## src/hdl/plu_pkg.sv

```systemverilog
// Shared types, constants and constant-table functions for the permutation unranker.
`default_nettype none

package plu_pkg;

  localparam int RANK_W = 29;
  localparam int NUSE_W = 4;
  localparam int POS_W  = 4;
  localparam int ELEM_W = 4;

  localparam int MAX_ELEMENTS_DEF = 12;
  localparam logic [NUSE_W-1:0] N_IN_USE_RESET = NUSE_W'(12);

  // Default widths of the divider, matching the default element count.
  localparam int QUOT_W_DEF = $clog2(MAX_ELEMENTS_DEF);
  localparam int DIV_W_DEF  = RANK_W + QUOT_W_DEF;
  localparam int CNT_W      = $clog2(RANK_W + 1);

  localparam logic [63:0] RANK_MAX = (64'd1 << RANK_W) - 64'd1;

  typedef struct packed {
    logic load;   // take a new dividend into the remainder register
    logic start;  // begin a division with a fresh divisor
  } div_cmd_t;

  function automatic logic [63:0] fact(input int n);
    logic [63:0] f;
    f = 64'd1;
    for (int i = 2; i <= n; i++) begin
      f = f * 64'(i);
    end
    return f;
  endfunction

  // Quotient bits needed to reduce any rank modulo n!.
  function automatic int red_bits(input int n);
    logic [63:0] f;
    int bits;
    f = fact(n);
    bits = 0;
    if (f <= RANK_MAX) begin
      for (int k = 0; k < RANK_W; k++) begin
        if ((f << k) <= RANK_MAX) bits = k + 1;
      end
    end
    return bits;
  endfunction

  function automatic logic [63:0] red_dvs(input int n);
    int bits;
    bits = red_bits(n);
    if (bits == 0) return 64'd0;
    return fact(n) << (bits - 1);
  endfunction

  // Bits of the digit for step j, which never exceeds j.
  function automatic int dig_bits(input int j);
    int bits;
    bits = 0;
    for (int b = 0; b < 8; b++) begin
      if (64'(j + 1) > (64'd1 << b)) bits = b + 1;
    end
    return bits;
  endfunction

  // Factorials beyond the rank range saturate; the digit there is always zero.
  function automatic logic [63:0] dig_dvs(input int j);
    logic [63:0] f;
    int bits;
    f = fact(j);
    bits = dig_bits(j);
    if (f > (64'd1 << RANK_W)) f = 64'd1 << RANK_W;
    if (bits == 0) return 64'd0;
    return f << (bits - 1);
  endfunction

endpackage

`default_nettype wire

```

## src/hdl/plu_div.sv

```systemverilog
// Shared restoring divider: one compare and subtract per cycle against a shifting divisor.
`default_nettype none

module plu_div #(
  parameter int DW = plu_pkg::DIV_W_DEF,
  parameter int QW = plu_pkg::QUOT_W_DEF,
  parameter int CW = plu_pkg::CNT_W
) (
  input  logic                      clk,
  input  logic                      rst,
  input  plu_pkg::div_cmd_t         cmd,
  input  logic [plu_pkg::RANK_W-1:0] load_val,
  input  logic [DW-1:0]             dvs_init,
  input  logic [CW-1:0]             nbits,
  output logic                      done,
  output logic [QW-1:0]             quot
);

  logic                       busy;
  logic [CW-1:0]              cnt;
  logic [DW-1:0]              dvs;
  logic [plu_pkg::RANK_W-1:0] rem;
  logic [DW-1:0]              rem_ext;
  logic                       ge;

  assign rem_ext = DW'(rem);
  assign ge      = rem_ext >= dvs;
  assign done    = busy && (cnt == CW'(1));

  always_ff @(posedge clk) begin
    if (rst) begin
      busy <= 1'b0;
      cnt  <= '0;
    end else if (cmd.start) begin
      busy <= (nbits != '0);
      cnt  <= nbits;
    end else if (busy) begin
      cnt <= cnt - CW'(1);
      if (cnt == CW'(1)) busy <= 1'b0;
    end
  end

  always_ff @(posedge clk) begin
    if (cmd.start) begin
      dvs  <= dvs_init;
      quot <= '0;
    end else if (busy) begin
      quot <= QW'({quot, ge});
      dvs  <= dvs >> 1;
    end
    if (cmd.load) begin
      rem <= load_val;
    end else if (busy && !cmd.start && ge) begin
      rem <= plu_pkg::RANK_W'(rem_ext - dvs);
    end
  end

endmodule

`default_nettype wire

```

## src/hdl/permutation_lex_unrank.sv

```systemverilog
// Top level of the lexicographic permutation unranker.
//
//   channel | signals                              | direction | item
//   --------+--------------------------------------+-----------+---------------------------
//   cfg     | cfg_valid, cfg_ready, cfg_data       | in        | new n_in_use value
//   in      | in_valid, in_ready, rank             | in        | one rank to unrank
//   out     | out_valid, out_ready, position,      | out       | one permutation element,
//           | element, last                        |           | n of them per input item
//
// An item reduces the rank modulo n!, then finds a digit of ceil(log2(j+1)) bits for each
// step j = n-1 down to 1, places the n-1 digits and emits n elements. The reduction takes
// R(n) quotient bits of rank / n! (zero when n! exceeds the rank range, one for n = 12). The
// single compare and subtract unit in plu_div sets the digit time.
// Reset is synchronous and restores n_in_use to 12. in_ready is high only when idle;
// a stalled result holds its fields until out_ready rises. cfg_ready is always high.
`default_nettype none

module permutation_lex_unrank #(
  parameter int MAX_ELEMENTS = plu_pkg::MAX_ELEMENTS_DEF
) (
  input  logic                       clk,
  input  logic                       rst,
  input  logic                       cfg_valid,
  output logic                       cfg_ready,
  input  logic [plu_pkg::NUSE_W-1:0] cfg_data,
  input  logic                       in_valid,
  output logic                       in_ready,
  input  logic [plu_pkg::RANK_W-1:0] rank,
  output logic                       out_valid,
  input  logic                       out_ready,
  output logic [plu_pkg::POS_W-1:0]  position,
  output logic [plu_pkg::ELEM_W-1:0] element,
  output logic                       last
);

  localparam int NW = $clog2(MAX_ELEMENTS + 1);
  localparam int QW = $clog2(MAX_ELEMENTS);
  localparam int DW = plu_pkg::RANK_W + QW;
  localparam int CW = plu_pkg::CNT_W;

  typedef enum logic [5:0] {
    S_IDLE   = 6'b000001,
    S_REDUCE = 6'b000010,
    S_SETUP  = 6'b000100,
    S_DIGIT  = 6'b001000,
    S_PLACE  = 6'b010000,
    S_EMIT   = 6'b100000
  } state_t;

  state_t state, state_next;

  logic [plu_pkg::NUSE_W-1:0] n_in_use;
  logic [NW-1:0] n_eff;
  logic [NW-1:0] n_cur;
  logic [NW-1:0] jc;
  logic [NW-1:0] pc;
  logic [NW-1:0] pos;
  logic          dig_pend;
  logic [QW-1:0] dig  [0:MAX_ELEMENTS-1];
  logic [NW-1:0] pbuf [0:MAX_ELEMENTS-1];

  logic [DW-1:0] red_dvs_tab  [0:MAX_ELEMENTS];
  logic [CW-1:0] red_bits_tab [0:MAX_ELEMENTS];
  logic [DW-1:0] dig_dvs_tab  [0:MAX_ELEMENTS];
  logic [CW-1:0] dig_bits_tab [0:MAX_ELEMENTS];

  plu_pkg::div_cmd_t           cmd;
  logic [DW-1:0]               dvs_init;
  logic [CW-1:0]               nbits;
  logic                        div_done;
  logic [QW-1:0]               quot;
  logic [QW-1:0]               d;

  for (genvar g = 0; g <= MAX_ELEMENTS; g++) begin : g_tab
    assign red_dvs_tab[g]  = DW'(plu_pkg::red_dvs(g));
    assign red_bits_tab[g] = CW'(plu_pkg::red_bits(g));
    assign dig_dvs_tab[g]  = DW'(plu_pkg::dig_dvs(g));
    assign dig_bits_tab[g] = CW'(plu_pkg::dig_bits(g));
  end

  plu_div #(
    .DW (DW),
    .QW (QW),
    .CW (CW)
  ) u_div (
    .clk      (clk),
    .rst      (rst),
    .cmd      (cmd),
    .load_val (rank),
    .dvs_init (dvs_init),
    .nbits    (nbits),
    .done     (div_done),
    .quot     (quot)
  );

  // A zero count behaves as one element; counts above the maximum saturate.
  always_comb begin
    if (n_in_use == '0) begin
      n_eff = NW'(1);
    end else if (32'(n_in_use) > MAX_ELEMENTS) begin
      n_eff = NW'(MAX_ELEMENTS);
    end else begin
      n_eff = NW'(n_in_use);
    end
  end

  assign cfg_ready = 1'b1;
  assign in_ready  = (state == S_IDLE);
  assign out_valid = (state == S_EMIT);
  assign position  = plu_pkg::POS_W'(pos);
  assign element   = plu_pkg::ELEM_W'(pbuf[0]);
  assign last      = (pos == n_cur - NW'(1));
  assign d         = dig[0];

  always_comb begin
    state_next = state;
    cmd        = '0;
    dvs_init   = dig_dvs_tab[jc];
    nbits      = dig_bits_tab[jc];
    case (state)
      S_IDLE: begin
        if (in_valid) begin
          cmd.load = 1'b1;
          if (red_bits_tab[n_eff] != '0) begin
            cmd.start  = 1'b1;
            dvs_init   = red_dvs_tab[n_eff];
            nbits      = red_bits_tab[n_eff];
            state_next = S_REDUCE;
          end else begin
            state_next = S_SETUP;
          end
        end
      end
      S_REDUCE: begin
        if (div_done) state_next = S_SETUP;
      end
      S_SETUP: begin
        if (jc == '0) begin
          state_next = (n_cur == NW'(1)) ? S_EMIT : S_PLACE;
        end else begin
          cmd.start  = 1'b1;
          state_next = S_DIGIT;
        end
      end
      S_DIGIT: begin
        if (div_done) state_next = S_SETUP;
      end
      S_PLACE: begin
        if (pc == NW'(1)) state_next = S_EMIT;
      end
      S_EMIT: begin
        if (out_ready && last) state_next = S_IDLE;
      end
      default: state_next = S_IDLE;
    endcase
  end

  always_ff @(posedge clk) begin
    if (rst) begin
      state    <= S_IDLE;
      n_in_use <= plu_pkg::N_IN_USE_RESET;
      dig_pend <= 1'b0;
    end else begin
      state <= state_next;
      if (cfg_valid) n_in_use <= cfg_data;
      if (state == S_DIGIT && div_done) begin
        dig_pend <= 1'b1;
      end else if (state == S_SETUP) begin
        dig_pend <= 1'b0;
      end
    end
  end

  // Digits are pushed from the most significant step down and popped in the
  // opposite order; the permutation builds by shifting new elements in at the front.
  always_ff @(posedge clk) begin
    case (state)
      S_IDLE: begin
        if (in_valid) begin
          n_cur   <= n_eff;
          jc      <= n_eff - NW'(1);
          pbuf[0] <= NW'(1);
        end
      end
      S_SETUP: begin
        if (dig_pend) begin
          dig[0] <= quot;
          for (int i = 1; i < MAX_ELEMENTS; i++) begin
            dig[i] <= dig[i-1];
          end
        end
        if (jc == '0) begin
          pc  <= n_cur - NW'(1);
          pos <= '0;
        end else begin
          jc <= jc - NW'(1);
        end
      end
      S_PLACE: begin
        pbuf[0] <= NW'(d) + NW'(1);
        for (int i = 1; i < MAX_ELEMENTS; i++) begin
          pbuf[i] <= (pbuf[i-1] > NW'(d)) ? pbuf[i-1] + NW'(1) : pbuf[i-1];
        end
        for (int i = 0; i < MAX_ELEMENTS - 1; i++) begin
          dig[i] <= dig[i+1];
        end
        pc <= pc - NW'(1);
      end
      S_EMIT: begin
        if (out_ready) begin
          for (int i = 0; i < MAX_ELEMENTS - 1; i++) begin
            pbuf[i] <= pbuf[i+1];
          end
          pos <= pos + NW'(1);
        end
      end
      default: begin
      end
    endcase
  end

endmodule

`default_nettype wire

```

## config.mk

```make
export PLATFORM = sky130hd
export DESIGN_NAME = permutation_lex_unrank
export DESIGN_NICKNAME = d
export VERILOG_FILES = /design/src/hdl/plu_pkg.sv /design/src/hdl/plu_div.sv /design/src/hdl/permutation_lex_unrank.sv
export SDC_FILE = /design/constraint.sdc
export NUM_CORES = 1
export LEC_CHECK = 0
export ABC_CLOCK_PERIOD_IN_PS = 6600
export BUFFER_PORTS_ARGS = -buffer_cell sky130_fd_sc_hd__buf_2
export CORE_MARGIN = 3
export CORE_UTILIZATION = 40
export CTS_CLUSTER_DIAMETER = 80
export DETAILED_ROUTE_END_ITERATION = 8
export PLACE_DENSITY = 0.55
export REMOVE_ABC_BUFFERS = 1
export SLEW_MARGIN = 15
export SYNTH_ARGS = -nofsm -noshare
export SYNTH_HDL_FRONTEND = slang
export SYNTH_SLANG_ARGS = --single-unit
```

## constraint.sdc

```tcl
create_clock -name clk -period 6.6 [get_ports clk]
set_input_delay 1.32 -clock clk [delete_from_list [all_inputs] [get_ports clk]]
set_output_delay 1.32 -clock clk [all_outputs]
set_load 0.1 [all_outputs]
```

After elaboration in Yosys (flattened, before gate mapping)
Memories as Yosys holds them, arrays and structs flattened.
Cells that the tools add are included.

storage, ports and cells
  flip-flop bits (word level) = 99
  bits in latches = 0
  RAM bits = 96
  ROM bits = 1,216
  input bits = 38
  output and inout port bits = 12
  memories kept = 6

cells by class
  add/subtract/negate cells = 19
  multipliers = 0
  divide/modulo/power cells = 0
  order comparisons = 15
  equal/unequal tests = 17
  shift operators = 0
  mux-type cells = 93
  bitwise logic cells = 25
  reduce and logical (&&, ||, !) cells = 22

memories
  name             depth  width  rd ports  clocked after memory_dff  wr ports  RTL line                       source
  (no name shown)  16     33     1         0                         0         permutation_lex_unrank.sv:126  dvs_init = red_dvs_tab[n_eff];
  (no name shown)  16     33     1         0                         0         permutation_lex_unrank.sv:118  dvs_init = dig_dvs_tab[jc];
  (no name shown)  16     5      1         0                         0         permutation_lex_unrank.sv:127  nbits = red_bits_tab[n_eff];
  (no name shown)  16     5      1         0                         0         permutation_lex_unrank.sv:119  nbits = dig_bits_tab[jc];
  dig              12     4      12        0                         12        permutation_lex_unrank.sv:59   logic [QW-1:0] dig [0:MAX_ELEMENTS-1];
  pbuf             12     4      12        0                         12        permutation_lex_unrank.sv:60   logic [NW-1:0] pbuf [0:MAX_ELEMENTS-1];

operators with widths
  kind                                                                     number
  33-bit 2-to-1 mux                                                        9
  4-bit 2-to-1 mux                                                         41
  29-bit 2-to-1 mux                                                        2
  4-bit by 1-bit adder with 4-bit output, second input constant            13
  5-bit 2-to-1 mux                                                         9
  4-bit > comparator                                                       11
  6-bit 2-to-1 mux                                                         6
  29-bit by 33-bit greater-or-equal comparator with 1-bit output           1
  6-bit one-hot mux with 5 select lines                                    1
  29-bit subtractor                                                        1
  4-bit one-hot mux with 2 select lines                                    3
  1-bit bitwise OR                                                         23
  1-bit 2-to-1 mux                                                         19
  4-bit by 1-bit subtractor with 4-bit output, second input constant       4
  2-bit nonzero test                                                       6
  5-bit greater-or-equal comparator, second input constant                 2
  4-bit NOT with 5-bit output                                              2
  5-bit nonzero test                                                       2
  4-bit by 1-bit equality test with 1-bit output, second input constant    2
  4-bit zero test                                                          2
  2-bit by 1-bit inequality test with 1-bit output, second input constant  4
  6-bit by 1-bit equality test with 1-bit output, second input constant    1
  6-bit by 2-bit equality test with 1-bit output, second input constant    1
  6-bit by 3-bit equality test with 1-bit output, second input constant    1
  other kinds (17)                                                         25

Logic depth before layout (Yosys ltp)
Gate-level depths: netlist (run 1).

  depth after elaboration = 16
  depth in mapped cells = 13
  mapped depth without buffers = 11

Modules after synthesis
A second synthesis (run 1) with hierarchy kept.

unflattened totals
  cell total of the unflattened synthesis = 1,324
  area, all modules = 12,517.0 um2

by module, submodules not included
  module                  instances  cells an instance  area an instance (um2)  sequential area each (um2)
  permutation_lex_unrank  1          812                7,790.0                 3,583.4
  plu_div                 1          512                4,727.0                 2,062.0

Worst setup path before layout (run 1)
OpenSTA, ideal clock, no wires.

  path kind = register to register
  start point = reg n_in_use[3] in the netlist's numbering
  end point = reg u_div.rem[0] in the netlist's numbering (enable)
  library setup time = 0.386 ns
  arrival = 3.253 ns
  required time = 6.214 ns
  path slack = 2.961 ns
  stages on the path, launching flop included = 13
  path buffers = 1
  clock period less this slack = 3.639 ns
  cells stage by stage = dfxtp_1 clkbuf_1 nand2_1 a21oi_1 inv_1 ha_1 nor2b_1 a221oi_2 o41ai_4 nand2_4 nor3_1 o21ai_0 nand2_1

between the ends
  cells in the longest elaborated chain, start to end = 15
  elaborated cells on any way between the ends = 16

ends and longest elaborated chain
  what                                                   RTL line                       source
  start, declared                                        permutation_lex_unrank.sv:52   logic [plu_pkg::NUSE_W-1:0] n_in_use;
  start signal, assigned                                 permutation_lex_unrank.sv:161  n_in_use <= plu_pkg::N_IN_USE_RESET;
  start signal, assigned                                 permutation_lex_unrank.sv:165  if (cfg_valid) n_in_use <= cfg_data;
  4-bit > comparator                                     permutation_lex_unrank.sv:100  end else if (32'(n_in_use) > MAX_ELEMENTS) begin
  4-bit 2-to-1 mux                                       permutation_lex_unrank.sv:100
  4-bit 2-to-1 mux (*)                                   permutation_lex_unrank.sv:98   if (n_in_use == '0) begin
  via n_eff[0]                                           permutation_lex_unrank.sv:53   logic [NW-1:0] n_eff;
  4-bit NOT with 5-bit output (implied by the code) (*)  permutation_lex_unrank.sv:124  if (red_bits_tab[n_eff] != '0) begin
  memory 16 x 5 bit (*)                                  --
  5-bit 2-to-1 mux (*) (2 in a row)                      --
  5-bit nonzero test (*)                                 permutation_lex_unrank.sv:124
  1-bit 2-to-1 mux (*)                                   permutation_lex_unrank.sv:124
  2-bit 2-to-1 mux (*)                                   permutation_lex_unrank.sv:122  if (in_valid) begin
  1-bit one-hot mux with 2 select lines (*)              permutation_lex_unrank.sv:120  case (state)
  1-bit zero test (*)                                    plu_div.sv:53                  end else if (busy && !cmd.start && ge) begin
  1-bit logical AND (*) (2 in a row)                     plu_div.sv:53
  2-bit nonzero test (no source line) (*)                --
  end signal, assigned                                   plu_div.sv:52                  rem <= load_val;
  end signal, assigned                                   plu_div.sv:54                  rem <= plu_pkg::RANK_W'(rem_ext - dvs);
  end, declared                                          plu_div.sv:22                  logic [plu_pkg::RANK_W-1:0] rem;

Mark *: on every way through the listed nets, which the timed path passes. The rest lies on a longest branch. The select of a mux whose other input is x is not followed.
A chain may end at the register's enable or synchronous reset.

Worst setup path after layout (run 1)
  start point = reg n_in_use[3] in the netlist's numbering
  end point = reg u_div.rem[26] in the netlist's numbering (enable)

The elaborated chain is that of the path after synthesis.

==> flow_summary.ini, run 1 <==
[finish]
insertedDiodeCount = 0
finalInstanceArea_um2 = 13590
synthToLayoutAreaGrowth_pct = 8.158
multi_input_area_um2 = 6342
ff_latch_area_um2 = 5615
nets = 1455
num-fill-cells = 3080
drive_above_1_share_pct = 8.679

[logic_synthesis]
synthSimpleGateAreaFrac_pct = 17.01
yosysTopAreaCell = edfxtp_1
synth_top_area_share_pct = 41.36
synth_top_cells_by_area = edfxtp_1 (41%), ha_1 (10%), nand2_1 (7.0%)
ys_top_cells_by_count = nand2_1 (235), edfxtp_1 (173), ha_1 (104)
muxShareOfSynthArea_pct = 2.142
synth_flop_cell = edfxtp_1
synth_edf_count = 173
synth.most_common_cell = nand2_1
synthAdderAreaFrac_pct = 10.52
synth-xor-area-share_pct = 5.200
avgSynthCellArea_um2 = 9.618
synth-seq-area-share_pct = 44.71
synth_top_family_by_area = simple AND/OR/NAND/NOR gates
synth_compound_area_share_pct = 15.55
synthDistinctLibCells = 79
synth_warnings = 0
ys_seq_elements = 194
netlist_area_um2 = 12560
async_flop_share_pct = 0
syn_inst = 1306

[global_route]
antenna_found_initial = 0
grt-ovfl-total = 0
grt_util_all_layers_pct = 18.02
grt_pass1_wl_um = 48600
grt_pass1_vias = 9196
grt_max_degree = 59

[setup_path]
required_ns = 6.68
path_cells = nand2_1 -> a21oi_1 -> inv_1 -> ha_1 -> nor2b_1 -> a221oi_2 -> o41ai_4 -> nand2_4 -> nor3_1 -> o21ai_0 -> nand2_1 -> buf_4
critical_path_arrival_ns = 4.63
slowest_stage = o41ai_4
critPathLaunchType = register
criticalPathCategory = reg -> reg
slowest_delay_ns = 0.88
cp_max_fo = 29
cp_top_family = compound AO/OA/AOI/OAI gates
path_buf_inv = 2
cpMostUsedCell = nand2_1
end_kind = register

[route]
wl_um = 29790
dr.pass1.iters = 5
drc_errors = 0
via_count = 9370
ant_nets = 0
drt_iter0_markers = 728
vias_per_cell = 5.445
wl_per_cell_um = 17.31

[status]
status = complete, no violations

[run]
max_cap_violations = 0

[placement]
place_hpwl_um = 20870
post_dp_cell_area_um2 = 12990
place_congestion = 0.8292
portBuffers = 48

[cts]
clk_pin_slew_ns = 0.08
htreeDepth = 4
clk_path_buf_depth = 2
cts_num_sinks = 194
cts_resized = 0
numCtsBuffers = 17
cts_tree = built
clkLatencyLatePin_ns = 0.44
cts_hold_buf = 0
cts-root-buf = clkbuf_16
post_cts_buffers = 0

[sta]
max_freq_mhz = 219.8
maxSlewHeadroom_pct = 31.77
period_minus_slack_ns = 4.550
clock_skew_ns = 0.01579
worst_pin_slew_ns = 1.020
grt_setup_unrepaired = no
setup_viol = 0
maxSlewViolCount = 0
fin_crit_sh_pct = 68.94
hold_violations = 0
fin_tns_setup_ns = 0

[power_and_ir_drop]
p_leak_uw = 0.005387
p_per_area_nw_per_um2 = 308.3
ir_worst_vdd_uv = 181.1

[floorplan]
core_um2 = 30750
die_h_um = 183.2
ios = 50
die_w_um = 183.2
initial_utilization_pct = 40.85
die_area_um2 = 33560
std_cell_rows = 64

[worst_hold_path]
min_path_type = reg -> reg
## cells by family (layout without fill, tap and decap cells)
group,count (synthesis),in the layout
compound gates,305,305
xor+xnor,73,73
fa+ha+maj,105,105
buf+inv,134,153
flops,194,194
mux,26,26
other cells,1,1
simple gates,468,468
## final timing paths
| path | slack, ns | depth (start not counted) | startpoint | to |
|---|---|---|---|---|
| setup / recovery | 2.05 | 12 | n_in_use[3] | u_div.rem[26] |
| hold reg to reg | 0.45 | 0 | dig[2][11] | dig[2][15] |
| setup reg to reg | 2.05 | 12 | n_in_use[3] | u_div.rem[26] |
| hold / removal | 0.45 | 0 | dig[2][11] | dig[2][15] |
## cell type report
class	instances	area share, %
multi-input cells	978	46.68
flip-flops and latches	194	41.33
well taps	396	3.647
clock buffers	19	3.187
repair buffers	53	2.045
inverters	68	1.916
clock inverters	13	1.188
## where the power goes
group / total (µW) / internal [µW] / leakage, µW / switching [µW]
logic: 1460 / 575 / 0.00334 / 881
clock network: 1080 / 547 / 0.000288 / 536
registers: 1650 / 1550 / 0.00176 / 98.8
total: 4190 / 2670 / 0.00539 / 1520
## worst reg2reg max path, delay by kind of cell (launching register included)
family                     cells  cell delay [ns]
buffers and inverters          2             0.58
and+or+nand+nor                5             0.88
adders and majority gates      1             0.38
DFF                            1             0.80
AOI/OAI and AO/OA              4             1.53
## state kept, by name, summed over array words and instances, names as in the netlist
name / count
dig: 48
dig_pend: 1
jc: 4
n_cur: 4
n_in_use: 4
pbuf: 48
pc: 4
position: 4
state: 6
u_div.busy: 1
u_div.cnt: 5
u_div.dvs: 32
u_div.quot: 4
u_div.rem: 29
## metrics by stage
stage / util [%] / total power, µW / hold WS, ns / worst slack, ns / instances
finish: 44.18 / 4188 / 0.4549 / 2.050 / 1721
CTS: 44.18 / 4216 / 0.4570 / 2.116 / 1721
global placement: 42.25 / 3120 / 0.4365 / 2.286 / 1689
global route: 44.18 / 4459 / 0.4664 / 1.747 / 1721
detailed placement: 42.25 / 3130 / 0.4489 / 2.151 / 1689
floorplan: - / 2771 / 0.4262 / 2.617 / 1240
## routing by layer
metal  vias up  global-route usage, %  share of wire [%]  wire [µm]
li1       4688                      -                  -          -
met1      4491                  24.76                 47      14130
met2       153                  29.89                 48      14250
met5         -                      0                  0          0
met4         0                  5.027                1.8        535
met3        38                  2.658                2.9        873
## placed cells by master, fill, tap and decap left out, drive strengths merged, types with 13 or more instances in the layout
cell and count:
nor2 84, clkbuf 19, a211oi 13, a21oi 85
a31oi 14, nor2b 26, o21ai 87, inv 75
a21o 18, nand3 29, xor2 40, nand2 239
buf 53, ha 104, dfxtp 21, xnor2 32
nor3 19, mux2i 19, nand4 25, o21a 35
edfxtp 173
Power figures use the tool's default switching activity.
==> run 2, diff against run 1 <==
- ABC_CLOCK_PERIOD_IN_PS: 6600 -> 4000
- PLACE_DENSITY: 0.55 -> 0.57
- clock period: 6.6 -> 4 ns (I/O delays scaled with it)
==> run 2 against run 1 <==
  * Total power grew 61%
  * Sequential power grew 62%
  * Sequential share of layout area is 0.18 points lower
  * Global-route usage down 0.31 points
  * Critical path type unchanged
  * Largest power group unchanged
  * Highest routed layer unchanged
==> flow_summary.ini, run 2 (synthesis results as in run 1) <==
[sta]
hold_violations = 0
fin_tns_setup_ns = 0
setup_viol = 0
period_minus_slack_ns = 3.247
fin_crit_sh_pct = 81.16
worst_slack_ns = 0.7535
max_freq_mhz = 308.0
clock_skew_ns = 0.01319
maxSlewViolCount = 0
grt_setup_unrepaired = no
worst_pin_slew_ns = 0.9996
maxSlewHeadroom_pct = 33.36

[global_route]
grt_pass1_wl_um = 47640
grt_max_degree = 59
grt_util_all_layers_pct = 17.72
antenna_found_initial = 0
grt_pass1_vias = 9186
grt-ovfl-total = 0

[cts]
cts_tree = built
clk_pin_slew_ns = 0.08
post_cts_buffers = 0
clkLatencyLatePin_ns = 0.45
cts-root-buf = clkbuf_16
numCtsBuffers = 17
htreeDepth = 4
cts_hold_buf = 0
cts_resized = 0
clk_path_buf_depth = 2
cts_num_sinks = 194

[power_and_ir_drop]
p_per_area_nw_per_um2 = 495.5
ir_worst_vdd_uv = 311.9
p_total_uw = 6760
p_sw_uw = 2431
p_clk_share_pct = 24.2
seqPwrFrac_pct = 39.7
p_comb_share_pct = 36.1
swShare_pct = 35.96
p_leak_uw = 0.005425
p_int_uw = 4329

[floorplan]
die_w_um = 183.2
ios = 50
die_area_um2 = 33560
initial_utilization_pct = 40.85
std_cell_rows = 64
die_h_um = 183.2
core_um2 = 30750

[finish]
multi_input_area_um2 = 6342
nets = 1469
ff_latch_area_um2 = 5615
drive_above_1_share_pct = 9.559
layout_commonest_cell = nand2_1
num-fill-cells = 3084
mostFrequentLayoutCells = nand2_1 (234), edfxtp_1 (173), ha_1 (104)
top_regs = dig: 48 flops, pbuf: 48 flops, u_div.dvs: 32 flops
insertedDiodeCount = 0
synthToLayoutAreaGrowth_pct = 8.626

[route]
wl_per_cell_um = 16.81
drc_errors = 0
via_count = 9442
drt_iter0_markers = 674
vias_per_cell = 5.442
dr.pass1.iters = 6
wl_um = 29160
ant_nets = 0

[setup_path]
slowest_stage = dfxtp_1
critical_path_arrival_ns = 3.35
slowest_delay_ns = 0.43
path_cells = nand2_1 -> a21oi_1 -> inv_1 -> ha_1 -> nor2b_1 -> a221oi_2 -> o41ai_4 -> nand2_4 -> nor3_1 -> o21ai_0 -> nand2_1 -> buf_4
critPathLaunchType = register
criticalPathCategory = reg -> reg
end_kind = register
cpMostUsedCell = nand2_1
required_ns = 4.10
cp_max_fo = 29

[placement]
place_hpwl_um = 20770
dp_slack_ns = 0.7690
portBuffers = 48
place_congestion = 0.8833

[run]
max_cap_violations = 0

[status]
status = complete, no violations

[worst_hold_path]
min_path_type = reg -> reg
## run 2: cell count changes in the layout (fill, tap and decap cells not counted), moves of 2 or more
cell / previous run / this run
clkinv_2: 0 / 2
clkinvlp_4: 1 / 3
inv_8: 5 / 2
buf_4: 5 / 18
## run 2: worst max-delay path: cells and delay by family (launching register included)
kind / cells / cell delay [ns]
AOI/OAI and AO/OA: 4 / 0.84
and+or+nand+nor: 5 / 0.75
buffers and inverters: 2 / 0.48
DFF: 1 / 0.43
adders and majority gates: 1 / 0.36
## run 2: layout make-up
class / count / area share, %
Timing Repair Buffer: 67 / 2.898
Multi-Input combinational cell: 978 / 46.48
Sequential cell: 194 / 41.16
Clock inverter: 13 / 0.7519
Inverter: 68 / 1.907
Tap cell: 396 / 3.631
Clock buffer: 19 / 3.173
## run 2: per-layer routing
layer	part of all wire, %	up-vias	routed length [µm]	global-route usage, %
met3	3.4	28	1002	2.975
met1	46	4546	13530	23.72
met2	49	155	14260	30.09
li1	-	4713	-	-
met5	0	-	0	0
met4	1.2	0	359	4.388
## run 2: final timing paths
kind	cells past startpoint	start	slack, ns	end
worst max-delay path	12	n_in_use[3]	0.75	u_div.rem[26]
worst min-delay path	0	dig[2][11]	0.46	dig[2][15]
worst max register to register	12	n_in_use[3]	0.75	u_div.rem[26]
worst min register to register	0	dig[2][11]	0.46	dig[2][15]
## run 2: per-stage QoR
stage	cell area (µm²)	std cells	hold WS [ns]	utilization, %
after CTS	13640	1735	0.4571	44.37
final	13640	1735	0.4562	44.37
after floorplan	12210	1240	0.4262	-
after global routing	13640	1735	0.4677	44.37
after global placement	13110	1703	0.4408	42.63
after detailed placement	13110	1703	0.4482	42.63
## run 2: power by group through the flow
stage	registers (µW)	logic [µW]	clock network (µW)
6_report	2680	2440	1640
5_1_grt	2710	2750	1760
4_1_cts	2680	2450	1670
3_5_place_dp	2730	2440	0
3_3_place_gp	2720	2430	0
2_1_floorplan	2710	1860	0
